$ cat src/hw/rtl/assert_macros.svh
// ---------------------------------------------------------------------------
// Assertion macros
// Short forms for clocked assertions that are disabled during reset.
// ---------------------------------------------------------------------------
`ifndef ASSERT_MACROS_SVH
`define ASSERT_MACROS_SVH

// Same-cycle implication: whenever ante holds, cons must hold as well.
`define ASSERT_IMPL(label, ante, cons, msg) \
  label: assert property (@(posedge clk) disable iff (!rst_n) (ante) |-> (cons)) \
    else $error(msg);

// Next-cycle implication: whenever ante holds, cons must hold in the next cycle.
`define ASSERT_NEXT(label, ante, cons, msg) \
  label: assert property (@(posedge clk) disable iff (!rst_n) (ante) |=> (cons)) \
    else $error(msg);

`endif

$ cat src/hw/rtl/pkcb_pkg.sv
// ---------------------------------------------------------------------------
// pkcb_pkg
// Shared types and constants of the palette-keyed clipped blitter.
// ---------------------------------------------------------------------------
package pkcb_pkg;

  // Number of palette entries and matching index width.
  localparam int PALETTE_SIZE = 256;
  localparam int INDEX_W      = $clog2(PALETTE_SIZE);

  // Default largest surface and window dimension.
  localparam int MAX_DIM_DEF  = 2048;

  // Fixed field widths.
  localparam int COLOR_W      = 16;
  localparam int COORD_W      = 11;
  localparam int REG_W        = 12;
  localparam int ADDR_W       = 22;
  localparam int CFG_IDX_W    = 3;

  // Request opcodes.
  typedef enum logic {
    OP_LOAD = 1'b0,
    OP_DRAW = 1'b1
  } op_t;

  // Configuration register indexes.
  typedef enum logic [CFG_IDX_W-1:0] {
    CFG_OFFSET_X    = 3'd0,
    CFG_OFFSET_Y    = 3'd1,
    CFG_DEST_WIDTH  = 3'd2,
    CFG_DEST_HEIGHT = 3'd3,
    CFG_WINDOW_X    = 3'd4,
    CFG_WINDOW_Y    = 3'd5,
    CFG_WINDOW_W    = 3'd6,
    CFG_WINDOW_H    = 3'd7
  } cfg_reg_t;

  // Reset values of the destination width and height registers.
  localparam logic [REG_W-1:0] DEST_WIDTH_RST  = 12'd640;
  localparam logic [REG_W-1:0] DEST_HEIGHT_RST = 12'd480;

endpackage

$ cat src/hw/rtl/pkcb_ram.sv
// ---------------------------------------------------------------------------
// pkcb_ram
// Generic single-write, single-read RAM with a registered read port.
// ---------------------------------------------------------------------------
module pkcb_ram #(
  parameter int WIDTH = 16,
  parameter int DEPTH = 256
) (
  input  logic                     clk,
  input  logic                     we,
  input  logic [$clog2(DEPTH)-1:0] waddr,
  input  logic [WIDTH-1:0]         wdata,
  input  logic                     re,
  input  logic [$clog2(DEPTH)-1:0] raddr,
  output logic [WIDTH-1:0]         rdata
);

  logic [WIDTH-1:0] mem_r [DEPTH];

  always_ff @(posedge clk) begin
    if (we) begin
      mem_r[waddr] <= wdata;
    end
  end

  always_ff @(posedge clk) begin
    if (re) begin
      rdata <= mem_r[raddr];
    end
  end

endmodule

$ cat src/hw/rtl/palette_keyed_clipped_blit_core.sv
// ---------------------------------------------------------------------------
// palette_keyed_clipped_blit_core
// Streams 8-bit palette-indexed pixels onto a 16-bit RGB565 surface.
// ---------------------------------------------------------------------------
// The blitter takes one request per clock while the result side does not stall
// and gives one result per draw request.
// A load request (opcode 0) writes one entry of the 256-entry palette in the
// cycle it is accepted and gives no result; a draw request accepted in the
// very next cycle already sees the new entry. A draw request (opcode 1) gives
// exactly one result: write_enable is set when the source pixel lies inside
// the source window, lands inside the destination surface after the signed
// offset, and its index is not zero (index zero is transparent). When it is
// set, dest_address is row times pitch plus column, wrapped to 22 bits, where
// the pitch is the destination width rounded up to even, and pixel_color is
// the palette entry; otherwise both read as zero. Dimensions above MAX_DIM are
// treated as MAX_DIM, and a zero window or surface size clips every pixel.
// The pipeline registers are the palette memory's registered read (first stage),
// the window and surface clip compares (second stage) and the row-times-pitch
// multiplier (output register). A stall on the result side freezes the whole
// pipeline, so a result waits in the output register while nothing is lost.
// Palette entries that were never loaded read back as unknown data.
// Configuration must be written only while no request is in flight.
// ---------------------------------------------------------------------------
`include "assert_macros.svh"

module palette_keyed_clipped_blit_core
  import pkcb_pkg::*;
#(
  parameter int MAX_DIM = MAX_DIM_DEF
) (
  input  logic                 clk,
  input  logic                 rst_n,

  // Request channel.
  input  logic                 in_valid,
  output logic                 in_stall,
  input  logic                 in_opcode,
  input  logic [INDEX_W-1:0]   in_color_index,
  input  logic [COLOR_W-1:0]   in_palette_color,
  input  logic [COORD_W-1:0]   in_source_x,
  input  logic [COORD_W-1:0]   in_source_y,

  // Result channel.
  output logic                 out_valid,
  input  logic                 out_stall,
  output logic                 out_write_enable,
  output logic [ADDR_W-1:0]    out_dest_address,
  output logic [COLOR_W-1:0]   out_pixel_color,

  // Configuration write port.
  input  logic                 cfg_write_en,
  input  logic [CFG_IDX_W-1:0] cfg_index,
  input  logic [REG_W-1:0]     cfg_wdata
);

  // Width of a saturated dimension, of the pitch, of the signed clip math
  // and of the row-times-pitch product.
  localparam int DIM_W   = $clog2(MAX_DIM + 1);
  localparam int PITCH_W = $clog2(MAX_DIM + 2);
  localparam int CW      = (DIM_W + 1 > 13) ? DIM_W + 1 : 13;
  localparam int PROD_W  = DIM_W + PITCH_W;

  // -------------------------------------------------------------------------
  // Configuration registers.
  // -------------------------------------------------------------------------
  logic signed [REG_W-1:0]   offset_x_r, offset_y_r;
  logic        [REG_W-1:0]   dest_width_r, dest_height_r;
  logic        [COORD_W-1:0] window_x_r, window_y_r;
  logic        [REG_W-1:0]   window_w_r, window_h_r;

  always_ff @(posedge clk) begin
    if (!rst_n) begin
      offset_x_r    <= '0;
      offset_y_r    <= '0;
      dest_width_r  <= DEST_WIDTH_RST;
      dest_height_r <= DEST_HEIGHT_RST;
      window_x_r    <= '0;
      window_y_r    <= '0;
      window_w_r    <= '0;
      window_h_r    <= '0;
    end else if (cfg_write_en) begin
      case (cfg_reg_t'(cfg_index))
        CFG_OFFSET_X:    offset_x_r    <= cfg_wdata;
        CFG_OFFSET_Y:    offset_y_r    <= cfg_wdata;
        CFG_DEST_WIDTH:  dest_width_r  <= cfg_wdata;
        CFG_DEST_HEIGHT: dest_height_r <= cfg_wdata;
        CFG_WINDOW_X:    window_x_r    <= cfg_wdata[COORD_W-1:0];
        CFG_WINDOW_Y:    window_y_r    <= cfg_wdata[COORD_W-1:0];
        CFG_WINDOW_W:    window_w_r    <= cfg_wdata;
        CFG_WINDOW_H:    window_h_r    <= cfg_wdata;
        default: ;
      endcase
    end
  end

  // Dimensions saturated to MAX_DIM.
  logic [DIM_W-1:0] ww, wh, dw, dh;

  assign ww = (int'(window_w_r) > MAX_DIM)    ? DIM_W'(MAX_DIM) : DIM_W'(window_w_r);
  assign wh = (int'(window_h_r) > MAX_DIM)    ? DIM_W'(MAX_DIM) : DIM_W'(window_h_r);
  assign dw = (int'(dest_width_r) > MAX_DIM)  ? DIM_W'(MAX_DIM) : DIM_W'(dest_width_r);
  assign dh = (int'(dest_height_r) > MAX_DIM) ? DIM_W'(MAX_DIM) : DIM_W'(dest_height_r);

  // -------------------------------------------------------------------------
  // Pipeline advance. All stages move together whenever the output register
  // is empty or its result is being taken.
  // -------------------------------------------------------------------------
  logic adv;
  logic accept;

  assign adv      = !out_valid || !out_stall;
  assign in_stall = !adv;
  assign accept   = in_valid && adv;

  // -------------------------------------------------------------------------
  // Palette memory. Loads write at acceptance; draws read at acceptance and
  // the data appears alongside the request in the first stage.
  // -------------------------------------------------------------------------
  logic               pal_we;
  logic               pal_re;
  logic [COLOR_W-1:0] pal_rdata;

  assign pal_we = accept && (in_opcode == OP_LOAD);
  assign pal_re = accept && (in_opcode == OP_DRAW);

  pkcb_ram #(
    .WIDTH (COLOR_W),
    .DEPTH (PALETTE_SIZE)
  ) u_palette (
    .clk   (clk),
    .we    (pal_we),
    .waddr (in_color_index),
    .wdata (in_palette_color),
    .re    (pal_re),
    .raddr (in_color_index),
    .rdata (pal_rdata)
  );

  // -------------------------------------------------------------------------
  // Stage 1: registered draw request. Load requests leave no entry here.
  // -------------------------------------------------------------------------
  logic               s1_valid_r;
  logic [INDEX_W-1:0] s1_index_r;
  logic [COORD_W-1:0] s1_sx_r, s1_sy_r;

  always_ff @(posedge clk) begin
    if (!rst_n) begin
      s1_valid_r <= 1'b0;
    end else if (adv) begin
      s1_valid_r <= pal_re;
    end
  end

  always_ff @(posedge clk) begin
    if (adv) begin
      s1_index_r <= in_color_index;
      s1_sx_r    <= in_source_x;
      s1_sy_r    <= in_source_y;
    end
  end

  // Clip math in signed arithmetic wide enough for offset plus difference.
  logic signed [CW-1:0] diff_x, diff_y, dx_s, dy_s;
  logic signed [CW-1:0] ww_s, wh_s, dw_s, dh_s;
  logic signed [CW-1:0] off_x_s, off_y_s;
  logic                 in_window, in_dest, s2_we_nxt;
  logic [PITCH_W-1:0]   pitch_sum;

  assign off_x_s = CW'(offset_x_r);
  assign off_y_s = CW'(offset_y_r);
  assign ww_s    = CW'(ww);
  assign wh_s    = CW'(wh);
  assign dw_s    = CW'(dw);
  assign dh_s    = CW'(dh);

  assign diff_x  = CW'(s1_sx_r) - CW'(window_x_r);
  assign diff_y  = CW'(s1_sy_r) - CW'(window_y_r);
  assign dx_s    = off_x_s + diff_x;
  assign dy_s    = off_y_s + diff_y;

  assign in_window = (diff_x >= 0) && (diff_x < ww_s) && (diff_y >= 0) && (diff_y < wh_s);
  assign in_dest   = (dx_s >= 0) && (dx_s < dw_s) && (dy_s >= 0) && (dy_s < dh_s);
  assign s2_we_nxt = in_window && in_dest && (s1_index_r != '0);

  // Pitch is the width rounded up to even.
  assign pitch_sum = PITCH_W'(dw) + PITCH_W'(1);

  // -------------------------------------------------------------------------
  // Stage 2: clip result, destination coordinates and palette color.
  // -------------------------------------------------------------------------
  logic               s2_valid_r;
  logic               s2_we_r;
  logic [DIM_W-1:0]   s2_dx_r, s2_dy_r;
  logic [PITCH_W-1:0] s2_pitch_r;
  logic [COLOR_W-1:0] s2_color_r;

  always_ff @(posedge clk) begin
    if (!rst_n) begin
      s2_valid_r <= 1'b0;
    end else if (adv) begin
      s2_valid_r <= s1_valid_r;
    end
  end

  always_ff @(posedge clk) begin
    if (adv) begin
      s2_we_r    <= s2_we_nxt;
      s2_dx_r    <= dx_s[DIM_W-1:0];
      s2_dy_r    <= dy_s[DIM_W-1:0];
      s2_pitch_r <= {pitch_sum[PITCH_W-1:1], 1'b0};
      s2_color_r <= pal_rdata;
    end
  end

  // Row times pitch plus column, wrapped to the address width.
  logic [PROD_W-1:0] row_base;
  logic [ADDR_W-1:0] addr_sum;

  assign row_base = PROD_W'(s2_dy_r) * PROD_W'(s2_pitch_r);
  assign addr_sum = ADDR_W'(row_base) + ADDR_W'(s2_dx_r);

  // -------------------------------------------------------------------------
  // Output register. Clipped or transparent pixels carry zero address and
  // color.
  // -------------------------------------------------------------------------
  logic               out_valid_r;
  logic               out_we_r;
  logic [ADDR_W-1:0]  out_addr_r;
  logic [COLOR_W-1:0] out_color_r;

  always_ff @(posedge clk) begin
    if (!rst_n) begin
      out_valid_r <= 1'b0;
    end else if (adv) begin
      out_valid_r <= s2_valid_r;
    end
  end

  always_ff @(posedge clk) begin
    if (adv) begin
      out_we_r    <= s2_we_r;
      out_addr_r  <= s2_we_r ? addr_sum : '0;
      out_color_r <= s2_we_r ? s2_color_r : '0;
    end
  end

  assign out_valid        = out_valid_r;
  assign out_write_enable = out_we_r;
  assign out_dest_address = out_addr_r;
  assign out_pixel_color  = out_color_r;

  // -------------------------------------------------------------------------
  // Assertions.
  // -------------------------------------------------------------------------
  `ASSERT_IMPL(a_clip_zero, out_valid_r && !out_we_r, (out_addr_r == '0) && (out_color_r == '0), "clipped result carries nonzero payload")
  `ASSERT_IMPL(a_dx_in_surface, s2_valid_r && s2_we_r, (s2_dx_r < dw) && (s2_dy_r < dh), "written pixel lies outside the surface")
  `ASSERT_NEXT(a_stage_hold, in_stall && s2_valid_r, s2_valid_r && $stable(s2_color_r), "stage two changed under a stall")

endmodule
$ cat config.mk
export PLATFORM = sky130hd
export DESIGN_NAME = palette_keyed_clipped_blit_core
export DESIGN_NICKNAME = d
export VERILOG_FILES = /design/src/hw/rtl/pkcb_pkg.sv /design/src/hw/rtl/pkcb_ram.sv /design/src/hw/rtl/palette_keyed_clipped_blit_core.sv
export VERILOG_INCLUDE_DIRS = /design/src /design/src/hw/rtl
export SDC_FILE = /design/constraint.sdc
export NUM_CORES = 2
export LEC_CHECK = 0
export BUFFER_PORTS_ARGS = -buffer_cell sky130_fd_sc_hd__buf_2
export CORE_MARGIN = 1.5
export CORE_UTILIZATION = 57
export CTS_CLUSTER_SIZE = 14
export DETAILED_ROUTE_END_ITERATION = 12
export PLACE_DENSITY_LB_ADDON = 0.08
export SYNTH_ARGS = -nofsm -noshare
export SYNTH_HDL_FRONTEND = slang
export SYNTH_SLANG_ARGS = --single-unit
$ cat constraint.sdc
create_clock -name clk -period 5.7 [get_ports clk]
set_clock_uncertainty 0.1 [all_clocks]
set_input_delay 0.57 -clock clk [delete_from_list [all_inputs] [get_ports clk]]
set_output_delay 0.57 -clock clk [all_outputs]
set_load 0.02 [all_outputs]
==> After elaboration in Yosys (flattened, before gate mapping) <==
Memories as Yosys holds them, arrays and structs flattened. A register that Yosys moved wholly into a read port is not among the register bits.
Index checks and enable logic that the tools add are counted.
{ "totals": {"regBits": 218, "ramBits": 4096, "out_inout_bits": 41, "memories": 1} }
{ "classes": {"n_addsub": 6, "multipliers": 1, "n_lt_le_gt_ge": 12, "eq_ne": 7, "muxes": 6, "bitwise": 1, "reduce_logical": 25} }
{ "memory_table": {"columns": ["memory", "words", "width", "read_ports", "rd_ports_with_merged_regs", "wr", "line", "rtl"], "rows": [
  ["u_palette.mem_r", 256, 16, 1, 1, 1, "pkcb_ram.sv:18", "logic [WIDTH-1:0] mem_r [DEPTH];"]
]} }
{ "op_table": {"columns": ["cell", "count"], "rows": [
  ["$gt A12 B12 Y1 const B", 4],
  ["$mux W12", 4],
  ["$add A12 B12 Y13", 2],
  ["$ge A13 B1 Y1 const B", 2],
  ["$lt A12 B13 Y1", 2],
  ["$lt A13 B13 Y1", 2],
  ["$ge A12 B1 Y1 const B", 2],
  ["$sub A11 B11 Y12", 2],
  ["$add A22 B12 Y22", 1],
  ["$mul A12 B11 Y21", 1],
  ["$reduce_and A2 Y1", 8],
  ["$add A12 B1 Y12 const B", 1],
  ["$eq A3 B3 Y1 const B", 4],
  ["$logic_and A1 B1 Y1", 11],
  ["$reduce_bool A8 Y1", 1],
  ["$eq A3 B2 Y1 const B", 2],
  ["$eq A3 B1 Y1 const B", 1],
  ["$logic_not A1 Y1", 3],
  ["$logic_not A3 Y1", 1],
  ["$mux W1", 2],
  ["$logic_or A1 B1 Y1", 1],
  ["$not A1 Y1", 1]
]} }

==> Logic depth before layout (Yosys ltp) <==
{ "depth": {"ltp_word": 8, "mapped_depth": 27, "mapped_depth_nobuf": 27} }

==> Modules after synthesis <==
From an unflattened synthesis, not the netlist that was laid out.
{ "unflattened": {"hier_cells": 9072, "hier_area_um2": 174905.2} }
{ "by_module_without_submodules": {"columns": ["module", "n_inst", "cells_per_inst", "area_each_um2", "seq_area_each_um2"], "rows": [
  ["pkcb_ram", 1, 7360, 158874.9, 123478.4],
  ["palette_keyed_clipped_blit_core", 1, 1712, 16030.4, 5575.3]
]} }

==> Worst setup path after synthesis <==
Ideal clock, no wire load.
{ "synth_timing": {"kind": "reg-to-reg", "startpoint": "register s2_pitch_r[4]", "endpoint": "register out_addr_r[19], in the netlist out_dest_address[19] (data pin)", "arrival_time_ns": 5.588, "required_time_ns": 5.334, "path_slack_ns": -0.254, "path_stages_with_launch": 24, "synth_period_minus_slack_ns": 5.954, "path_cell_list": "edfxtp_1 -> clkbuf_1 -> and2_1 -> fa_1 -> ha_1 -> fa_1 -> inv_1 -> fa_1 -> inv_1 -> fa_1 -> ha_1 -> o21ai_0 -> o21bai_1 -> a21oi_1 -> o21bai_1 -> a21oi_1 -> xnor2_1 -> ha_1 -> and3_1 -> a311oi_1 -> a2111oi_2 -> nor4b_1 -> xnor2_1 -> nor2_1"} }
{ "synth_between": {"elab_chain_len": 2} }
{ "synth_rtl": {"columns": ["item", "line", "rtl"], "rows": [
  ["start: declaration", "palette_keyed_clipped_blit_core.sv:194", "logic [PITCH_W-1:0] s2_pitch_r;"],
  ["start signal: assignment", "palette_keyed_clipped_blit_core.sv:210", "s2_pitch_r <= {pitch_sum[PITCH_W-1:1], 1'b0};"],
  ["$mul A12 B11 Y21", "palette_keyed_clipped_blit_core.sv:219", "assign row_base = PROD_W'(s2_dy_r) * PROD_W'(s2_pitch_r);"],
  ["$add A22 B12 Y22", "palette_keyed_clipped_blit_core.sv:220", "assign addr_sum = ADDR_W'(row_base) + ADDR_W'(s2_dx_r);"],
  ["end signal: assignment", "palette_keyed_clipped_blit_core.sv:242", "out_addr_r <= s2_we_r ? addr_sum : '0;"],
  ["end: declaration", "palette_keyed_clipped_blit_core.sv:228", "logic [ADDR_W-1:0] out_addr_r;"]
]} }
Every way passes these cells.
A chain may end at the register's enable or synchronous reset.

==> Worst setup path in the final report <==
{ "layout_timing": {"startpoint": "register s2_dy_r[3]", "endpoint": "register out_addr_r[21], in the netlist out_dest_address[21] (data pin)"} }
{ "layout_between": {"elab_chain_len": 2} }
{ "layout_rtl": {"columns": ["item", "line", "rtl"], "rows": [
  ["start: declaration", "palette_keyed_clipped_blit_core.sv:193", "logic [DIM_W-1:0] s2_dx_r, s2_dy_r;"],
  ["start signal: assignment", "palette_keyed_clipped_blit_core.sv:209", "s2_dy_r <= dy_s[DIM_W-1:0];"],
  ["$mul A12 B11 Y21", "palette_keyed_clipped_blit_core.sv:219", null],
  ["$add A22 B12 Y22", "palette_keyed_clipped_blit_core.sv:220", null]
]} }
Every way passes these cells.

==> reports/metrics.csv <==
metric,value,unit
run status,"finished, final reports clean",
synthesized area per cell,21.70,um2
die area,0.3066,mm2
final wirelength,450000,um
Area Overhead vs Synth,13.91,%
Post-synth EDFFs,4233,
initial core utilization,57.19,%
CP Capture Type,flip-flop,
setup repair after global routing missed its margin,true,
crit path time final,5.689,ns
Crit-path slowest cell,fa_1,
Worst Hold Class,in -> reg,
worst skew pair latency,0.97,ns
period utilization,99.80,%
mapped cell area,0.1729,mm2
clock sink count,4330,
initial antenna violation count,17,
Final ANT Viol Nets,0,
Synth Warn #,0,
first-pass GRT wire length,637100,um
clock slew at reported path FFs,0.06,ns
fillcell total,19716,
final slew viol count,0,
Fin Hold WS,0.04207,ns
Core Rows,202,
Nets,9042,
Async SR Flop Fraction,0,%
"Hold Vio Cnt, Final",0,
Vias/cell,6.566,
final setup fails,0,
Tightest Pin Transition,1.318,ns
All-Layer GR Usage,29.51,%
largest net degree at the start of global routing,209,
maximum vdd drop,338.9,uV
DR iter-0 viols,11642,
register area share after synthesis,74.65,%
HPWL Detailed,271000,um
hold path depth,1,
Die W,553.7,um
"commonest non-fill, non-tap cell in the layout",edfxtp_1,
Port Buffer Count,107,
CTS H-tree lvls,5,
CTS tree,yes,
most frequent cells in the layout,"edfxtp_1 (4233), mux4_2 (1297), buf_4 (535)",
min-delay src,in_palette_color[1],
Cells after Synth,7968,
Worst slew margin,11.75,%
Boundary Pins,108,
power density over cell area,352.4,mW/mm2
Routability Congestion,0.8887,
max incr delay on CP,0.48,ns
Arrival @ worst endpoint,6.30,ns
"Req. time, crit path",6.31,ns
FF-to-FF Start,s2_dy_r[3]$_DFFE_PN_,
most frequent CP cell,fa_1,
Die Y,553.7,um
vias in the first global route,85526,
r2r endpoint,out_dest_address[21]$_SDFFCE_PN0N_,
Core ar.,0.3023,mm2
root buffer cell,clkbuf_16,
via count,85813,
maxcap violations,0,
fmax,175.8,MHz
clock tree buffer depth,4,
Wirelength per Cell,34.43,um
First-pass DRT Iterations,6,
Leakage,63.26,nW
R2R cell count,25,
"Top FF cell, synth",edfxtp_1,
Netlist cell types,73,
Setup CP Type,reg -> reg,
"FF+latch count, synth",4330,
startpoint types,flip-flop,
DRC Markers,0,
Placed Area,0.1822,mm2
crit path max fanout,4,
R2R Setup Slk,0.01,ns
design area,0.1969,mm2
layout cells sized above 1,32.53,%
grt ovf,0,
syn nets,8282,
worst hold path endpoint,u_palette.mem_r[37][1]$_DFFE_PP_,
total CTS buffers,427,
[routing by layer]
metal / GRT usage, % / routed length, um / up-vias
li1: - / - / 34565
met1: 42.99 / 179200 / 46203
met2: 46.39 / 215900 / 4269
met3: 4.679 / 38900 / 770
met4: 9.821 / 15900 / 6
met5: 0 / 60 / -
[metrics by stage]
| step | power [mW] | TNS (ns) | worst slack (ns) | utilization (%) | std cells |
|---|---|---|---|---|---|
| after floorplan | 39.30 | -0.4448 | -0.2286 | - | 7968 |
| after global placement | 41.74 | -1.629 | -0.3749 | 60.28 | 12217 |
| after detailed placement | 41.84 | -1.671 | -0.4060 | 60.28 | 12217 |
| after CTS | 69.40 | -0.2501 | -0.08447 | 65.01 | 13044 |
| after global routing | 71.37 | -1.461 | -0.2186 | 65.14 | 13061 |
| final | 69.40 | 0 | 0.01118 | 65.15 | 13069 |
[cell families after synthesis]
family / synth area share [%]
adders and majority gates: 2.191
xor gates and xnor gates: 0.3496
muxes: 17.02
buffers and inverters: 1.542
AOI/OAI and AO/OA: 1.577
and+or+nand+nor: 2.668
DFF: 74.65
[report_power, final]
group	total, mW	internal [mW]	switching (mW)
clock	27.6	15.7	11.9
combinational	6.65	2.85	3.81
sequential	35.1	35.1	0.0724
[state kept, by name (all words and copies together) (netlist names), 16 cells and up]
| name | count |
|---|---|
| u_palette.rdata | 16 |
| out_dest_address | 22 |
| s2_color_r | 16 |
| out_pixel_color | 16 |
| u_palette.mem_r | 4096 |
[how the worst max path moves through the flow]
stage	endpoint	slack [ns]	depth (start not counted)	startpoint
floorplan	out_dest_address[19]$_SDFFCE_PN0N_	-0.23	23	s2_dy_r[2]$_DFFE_PN_
global placement	out_dest_address[19]$_SDFFCE_PN0N_	-0.37	22	s2_pitch_r[3]$_DFFE_PN_
detailed placement	out_dest_address[19]$_SDFFCE_PN0N_	-0.41	22	s2_pitch_r[3]$_DFFE_PN_
CTS	out_dest_address[21]$_SDFFCE_PN0N_	-0.08	23	s2_pitch_r[4]$_DFFE_PN_
global route	out_dest_address[19]$_SDFFCE_PN0N_	-0.22	22	s2_dy_r[3]$_DFFE_PN_
finish	out_dest_address[21]$_SDFFCE_PN0N_	0.01	25	s2_dy_r[3]$_DFFE_PN_
[cell usage after synthesis (62+ instances only)]
library cell / n / area share (%)
nand3_1: 74 / 0.21
fa_1: 93 / 1.1
edfxtp_1: 4233 / 74
nor2_1: 347 / 0.75
buf_2: 84 / 0.24
nand2_1: 372 / 0.81
inv_1: 169 / 0.37
dfxtp_1: 97 / 1.1
ha_1: 154 / 1.1
a21oi_1: 62 / 0.18
mux4_2: 1297 / 17
clkbuf_1: 215 / 0.47
and2_1: 90 / 0.33
a21boi_0: 92 / 0.40
[layout make-up]
class | count | area [um2] | area share, %
multi-input combinational | 3057 | 42330 | 21.49
clock buffer | 524 | 11220 | 5.696
clock inverter | 256 | 2430 | 1.234
inverter | 170 | 641.9 | 0.3259
timing repair buffer | 742 | 6259 | 3.178
antenna | 12 | 30.03 | 0.01525
tap | 3978 | 4977 | 2.527
sequential | 4330 | 129100 | 65.53
[critical path, delay by kind of cell, from the launching register on]
family / cells / cell delay, ns
fa+ha+maj: 7 / 2.69
simple gates: 3 / 0.47
xor+xnor: 1 / 0.13
compound gates: 7 / 0.90
buf+inv: 6 / 0.63
flops: 1 / 0.41
mux: 1 / 0.14
[what timing repair did]
| action | in CTS | in global routing |
|---|---|---|
| hold buffers | 37 | 0 |
| setup endpoints to repair | 10 | 11 |
| endpoints found under the hold margin | 175 | 0 |
| pin swaps | 37 | 55 |
| setup buffers | 10 | 13 |
| resized for setup | 41 | 64 |
Power figures use the tool's default switching activity.
